**src/triangle_tangent_bitangent_defines.svh**
```systemverilog
// Assertion macros for the tangent/bitangent block.
`ifndef TRIANGLE_TANGENT_BITANGENT_DEFINES_SVH
`define TRIANGLE_TANGENT_BITANGENT_DEFINES_SVH
`ifndef NO_ASSERTIONS
`define TTB_ASSERT(label, clk, rst, prop, msg) \
  label: assert property (@(posedge clk) disable iff (rst) prop) else $error(msg);
`define TTB_ASSERT_RST(label, clk, prop, msg) \
  label: assert property (@(posedge clk) prop) else $error(msg);
`else
`define TTB_ASSERT(label, clk, rst, prop, msg)
`define TTB_ASSERT_RST(label, clk, prop, msg)
`endif
`endif

```
**src/ttb_pkg.sv**
```systemverilog
package ttb_pkg;
  localparam int PosWidth = 24;
  localparam int UvWidth = 16;
  localparam int DeltaPosWidth = PosWidth + 1;
  localparam int DeltaUvWidth = UvWidth + 1;
  localparam int NumWidth = DeltaPosWidth + DeltaUvWidth + 1;
  localparam int DetWidth = 2 * DeltaUvWidth + 1;
  // quotient holds 18 integer bits plus 16 fraction bits before saturation
  localparam int QuotWidth = 34;
  localparam int NumComp = 6;

  typedef struct packed {
    logic signed [PosWidth-1:0] pos_x;
    logic signed [PosWidth-1:0] pos_y;
    logic signed [PosWidth-1:0] pos_z;
    logic signed [UvWidth-1:0] tex_u;
    logic signed [UvWidth-1:0] tex_v;
    logic last_vertex;
  } vertex_t;

  typedef struct packed {
    logic signed [31:0] tangent_x;
    logic signed [31:0] tangent_y;
    logic signed [31:0] tangent_z;
    logic signed [31:0] bitangent_x;
    logic signed [31:0] bitangent_y;
    logic signed [31:0] bitangent_z;
    logic degenerate;
    logic last_of_triangle;
  } result_t;

  typedef struct packed {
    logic signed [DeltaPosWidth-1:0] e1_x, e1_y, e1_z;
    logic signed [DeltaPosWidth-1:0] e2_x, e2_y, e2_z;
    logic signed [DeltaUvWidth-1:0] du1, dv1, du2, dv2;
  } tri_t;
endpackage

```
**src/ttb_front.sv**
```systemverilog
// Gather corners; emit one triangle of deltas on every third corner.
module ttb_front (
  input  logic            clk,
  input  logic            rst,
  input  logic            in_valid,
  output logic            in_ready,
  input  ttb_pkg::vertex_t in_data,
  output logic            tri_valid,
  input  logic            tri_ready,
  output ttb_pkg::tri_t   tri_data
);
  import ttb_pkg::*;

  logic [1:0] corner_count;
  vertex_t c0, c1;
  logic take;

  assign in_ready = !tri_valid || tri_ready;
  assign take = in_valid && in_ready;

  always_ff @(posedge clk) begin
    if (rst) begin
      corner_count <= '0;
      tri_valid <= 1'b0;
      c0 <= '0;
      c1 <= '0;
    end else begin
      if (take && corner_count == 2'd2) tri_valid <= 1'b1;
      else if (tri_ready) tri_valid <= 1'b0;
      if (take) begin
        if (corner_count == 2'd2) begin
          tri_data.e1_x <= DeltaPosWidth'(c1.pos_x) - DeltaPosWidth'(c0.pos_x);
          tri_data.e1_y <= DeltaPosWidth'(c1.pos_y) - DeltaPosWidth'(c0.pos_y);
          tri_data.e1_z <= DeltaPosWidth'(c1.pos_z) - DeltaPosWidth'(c0.pos_z);
          tri_data.e2_x <= DeltaPosWidth'(in_data.pos_x) - DeltaPosWidth'(c0.pos_x);
          tri_data.e2_y <= DeltaPosWidth'(in_data.pos_y) - DeltaPosWidth'(c0.pos_y);
          tri_data.e2_z <= DeltaPosWidth'(in_data.pos_z) - DeltaPosWidth'(c0.pos_z);
          tri_data.du1 <= DeltaUvWidth'(c1.tex_u) - DeltaUvWidth'(c0.tex_u);
          tri_data.dv1 <= DeltaUvWidth'(c1.tex_v) - DeltaUvWidth'(c0.tex_v);
          tri_data.du2 <= DeltaUvWidth'(in_data.tex_u) - DeltaUvWidth'(c0.tex_u);
          tri_data.dv2 <= DeltaUvWidth'(in_data.tex_v) - DeltaUvWidth'(c0.tex_v);
          corner_count <= '0;
        end else begin
          if (corner_count == 2'd0) c0 <= in_data;
          else c1 <= in_data;
          corner_count <= in_data.last_vertex ? 2'd0 : corner_count + 2'd1;
        end
      end
    end
  end
endmodule

```
**config.mk**
```make
export PLATFORM = sky130hd
export DESIGN_NAME = ttb_front
export DESIGN_NICKNAME = d
export VERILOG_FILES = /design/src/triangle_tangent_bitangent_defines.svh /design/src/ttb_pkg.sv /design/src/ttb_front.sv
export SDC_FILE = /design/constraint.sdc
export NUM_CORES = 1
export LEC_CHECK = 0
export BUFFER_PORTS_ARGS = -buffer_cell sky130_fd_sc_hd__buf_4
export CELL_PAD_IN_SITES_DETAIL_PLACEMENT = 1
export CELL_PAD_IN_SITES_GLOBAL_PLACEMENT = 1
export CORE_UTILIZATION = 45
export DETAILED_ROUTE_END_ITERATION = 10
export PLACE_DENSITY = 0.85
export SKIP_LAST_GASP = 1
export SYNTH_ARGS = -nofsm -noshare
export SYNTH_HDL_FRONTEND = slang
export SYNTH_SLANG_ARGS = --single-unit
```
**constraint.sdc**
```tcl
create_clock -name clk -period 49.6 [get_ports clk]
set_clock_uncertainty 0.1 [all_clocks]
set_input_delay 9.92 -clock clk [delete_from_list [all_inputs] [get_ports clk]]
set_output_delay 9.92 -clock clk [all_outputs]
set_load 0.01 [all_outputs]
```
-- After elaboration in Yosys (flattened, before gate mapping)
Cells that the tools add are included.
- register bits: 429
- bits of input ports: 109
- logic and storage cells: 50
- muxes and demuxes: 4
- equality and inequality tests: 1
- $add $sub $neg: 11
- bitwise gates (word level): 3
- reductions and logical operators: 9
- operators with widths (cell ; count):
    $sub 24x24->25 ; 6
    $sub 16x16->17 ; 4
    $reduce_and 3->1 ; 3
    $mux 2 ; 2
    $not 1->1 ; 3
    $add 2x1->2 const B ; 1
    $eq 2x2->1 const B ; 1
    $logic_and 1x1->1 ; 2
    $logic_not 2->1 ; 1
    $mux 1 ; 2
    $reduce_bool 2->1 ; 1
    $logic_not 1->1 ; 1
    $logic_or 1x1->1 ; 1

-- Longest topological paths before layout
- depth after elaboration: 5
- mapped depth: 11
- depth with buffers taken out: 11

-- Worst setup path after synthesis
OpenSTA, ideal clock, no wires.
- path type: input to register
- start: input tri_ready
- end: register tri_valid
- library setup time: 0.172 ns
- stages: 4
- buffers on the path: 0
- arrival: 27.260 ns
- path slack: 22.068 ns
- required time: 49.328 ns
- cells stage by stage: nand2b_1 nand2_1 nor3b_1 o21bai_1
- cells in the longest elaborated chain, start to end: 4
- elaborated cells between the ends (all ways): 5
- classes of those cells: 1 x mux; 4 x reduce/logical
- RTL lines (what ; line ; source):
    start, declared ; ttb_front.sv:9 ; input logic tri_ready,
    $logic_or 1x1->1 ; ttb_front.sv:18 ; assign in_ready = !tri_valid || tri_ready;
    $logic_and 1x1->1 ; ttb_front.sv:19 ; assign take = in_valid && in_ready;
    $logic_and 1x1->1 ; ttb_front.sv:28 ; if (take && corner_count == 2'd2) tri_valid <= 1'b1;
    $mux 1 / $reduce_bool 2->1 (equally long branches) ; -- ;
    end signal, assigned ; ttb_front.sv:24 ; tri_valid <= 1'b0;
    end signal, assigned ; ttb_front.sv:28 ;
    end signal, assigned ; ttb_front.sv:29 ; else if (tri_ready) tri_valid <= 1'b0;
    end, declared ; ttb_front.sv:8 ; output logic tri_valid,
Several ways; a longest one is shown, not always the timed one.
A chain may end at the register's enable or synchronous reset.

-- Final worst setup path
- start: input tri_ready
- end: output in_ready
- cells in the longest elaborated chain, start to end: 1
- RTL lines (what ; line ; source):
    $logic_or 1x1->1 ; ttb_front.sv:18 ;
    end, declared ; ttb_front.sv:6 ; output logic in_ready,
No other way between the ends.

==> results.md <==
- Status: complete, but fails checks
- Failing checks: DRC
- Placed inst area: 0.0272 sq mm
- Worst-Skew Late Latency: 0.59 ns
- Multi-input logic area: 0.0123 sq mm
- Nature of the critical path endpoint: output port
- Final Cell Area: 0.0287 sq mm
- Starting Density: 0.456
- Vias: 20,600
- Hold WS: 0.353 ns
- CTS root buffer: clkbuf_16
- Post-synth top area share: 0.272
- Hold Vio Cnt, Final: 0
- HPWL Detailed: 52.9 mm
- Worst min path class: flip-flop to flip-flop
- Final period util: 0.411
- WL/cell: 19.8 um
- Non-Filler Instances: 3,673
- Synth area leaders: edfxtp_1 (27%), dfxtp_1 (18%), ha_1 (11%)
- Maximum clock rate: 49.1 MHz
- P per Cell Area: 34.3 mW/mm^2
- Sequential area share after synthesis: 0.447
- Final core utilization: 0.545
- Clock sinks: 429
- # fillers: 6,127
- Most frequent cell after synthesis: nand2_1
- Number of global-route vias before repair: 21,800
- Syn Nets: 2,974
- Worst slew margin: 0.186
- Die area: 0.0544 sq mm
- Class of the most critical setup path: input port to output port
- Antenna diodes: 0
- Layout cells sized above 1: 0.144
- Reg area: 0.0108 sq mm
- Synth cell types: 72
- Setup_tns: 0 ns
- Mapped Area: 0.0241 sq mm
- I/O pins: 329
- Max Cap Viol: 0
- Area delta synth->final: 19.4%
- Iter 0 DRT Violations: 1,054
- Worst reg2reg startpoint: c0[82]
- Post-CTS resize count: 0
- Tightest Pin Transition: 1.22 ns
- Crit. Startpoint: tri_ready
- Die height: 233 um
- Nets: 3,273
- Port-buffer cells: 328
- Required @ worst endpoint: 39.58 ns
- Syn Inst Count: 2,645
- CORE AREA: 0.0528 sq mm
- Critical path arrival: 10.35 ns
- Max FO, Critical Path: 3
- Minimum clock period: 20.37 ns
- Synth top cells by count: nand2_1 (502), a21oi_1 (358), edfxtp_1 (218)
- Placed cell count: 3,581
- FF-to-FF path depth: 10
- Synth area leader: edfxtp_1
- Primary FF master, synth: edfxtp_1
- Post-CTS Setup Bufs: 0
- Post-synth EDFFs: 218
- Mean Syn Cell Area: 9.10 sq um
- Max IR drop VDD: 0.0275 mV
- Dpl ws: 29.23 ns
- Largest net degree at the start of global routing: 122
- Final setup fails: 0
- #FFs+latches synth: 429
- RR Endpoint: tri_data[216]
- ANT nets after route: 0
- CTS Buf Count: 49
- First-pass GRT wire length: 114 mm
- DRT Wirelength: 72.7 mm
- Die X-Extent: 233 um
- Via density: 5.61
- Async S/R FF share, synth: 0
- Max Root-Sink Buffers: 3
- RD Place Congestion: 0.902
- Overall power: 0.986 mW
- DRT Pass-1 Iters: 8
- RSZ-0062 raised after global routing: false
- CTS clock-pin slew for the worst setup and hold paths: 0.06 ns
- Total grt overflow: 0
- Static leakage: 11.9 nW
- Total track usage: 0.262
- CTS tree: done
- Hold Path End: c0[69]
- Worst Slack Setup Final: 29.23 ns
- # DRC: 43
- Startpoint Class: input port
- Hold depth: 2
- Final Max Tran Viols: 0
- Row cnt: 84
- Reg2reg setup slack: 46.02 ns
- Max H-tree Level: 2
- Ys Warns: 0
- Hold_sp: c0[69]
- Post-CTS Hold Buffers: 0
- Initial antenna violation count: 2
==> metal layers <==
metal / GRT usage / wire length (um) / vias up / share of wire
met5: 0 / 31 / - / 0.00043
met4: 0.0835 / 2000 / 4 / 0.028
met3: 0.0551 / 4240 / 133 / 0.058
met2: 0.461 / 35800 / 473 / 0.49
met1: 0.319 / 30700 / 10100 / 0.42
li1: - / - / 9866 / -
==> layout by cell type (no fill, tap or decap), types with 10 or more instances in the layout <==
cell type / synthesis / final
inv_1: 191 / 191
nor2b_1: 40 / 40
clkbuf_1: 77 / 11
clkbuf_16: 0 / 51
o21a_1: 20 / 20
a211oi_1: 14 / 14
o21bai_1: 12 / 12
o211ai_1: 15 / 15
edfxtp_1: 218 / 218
ha_1: 210 / 210
clkinv_1: 0 / 11
fa_1: 10 / 10
nand2_1: 502 / 501
nand2b_1: 29 / 29
nand4_1: 18 / 18
a21oi_1: 358 / 358
dfxtp_1: 211 / 211
o21ai_0: 106 / 106
nor2_1: 106 / 106
xnor2_1: 103 / 103
a31oi_1: 24 / 24
a21boi_0: 16 / 16
xor2_1: 54 / 54
buf_4: 0 / 336
nand3_1: 36 / 36
nor3_1: 18 / 17
a21o_1: 93 / 93
and3_1: 22 / 22
==> worst max-delay path, cell delays in order <==
cell	delay, ns
buf_4	0.10
nand2b_1	0.17
buf_4	0.16
==> final cells by class <==
type,count,share of cell area
inverters,191,0.0249
repair buffers,337,0.0882
multi-input cells,1936,0.427
flip-flops and latches,429,0.375
clock inverters,28,0.00840
clock buffers,64,0.0468
well taps,688,0.0299
==> power breakdown <==
group / switching [mW] / leakage [nW] / internal (mW) / total, mW
Combinational: 0.133 / 7.43 / 0.0891 / 0.222
Sequential: 0.00516 / 3.68 / 0.394 / 0.400
Clock: 0.153 / 0.770 / 0.212 / 0.364
Total: 0.291 / 11.9 / 0.695 / 0.986
==> worst max path at each step <==
stage                      endpoint  slack [ns]  cells past startpoint
after CTS                  in_ready       29.23                      3
after global placement     in_ready       29.24                      3
after global routing       in_ready       29.20                      3
after detailed placement   in_ready       29.23                      3
final                      in_ready       29.23                      3
after floorplan           tri_valid       22.07                      4
==> state kept, by name (all words and copies together) (netlist names) <==
register      flops
tri_valid         1
corner_count      2
c1              104
tri_data        218
c0              104
==> kinds of logic after synthesis <==
logic type               synth area share
AND/OR/NAND/NOR                     0.147
AO/OA/AOI/OAI                       0.186
flip-flops                          0.447
buffers and inverters              0.0440
adder cells (fa/ha/maj)             0.117
XOR/XNOR                           0.0571
multiplexers                      0.00171
Note: power is estimated with default switching activity, not from simulation.
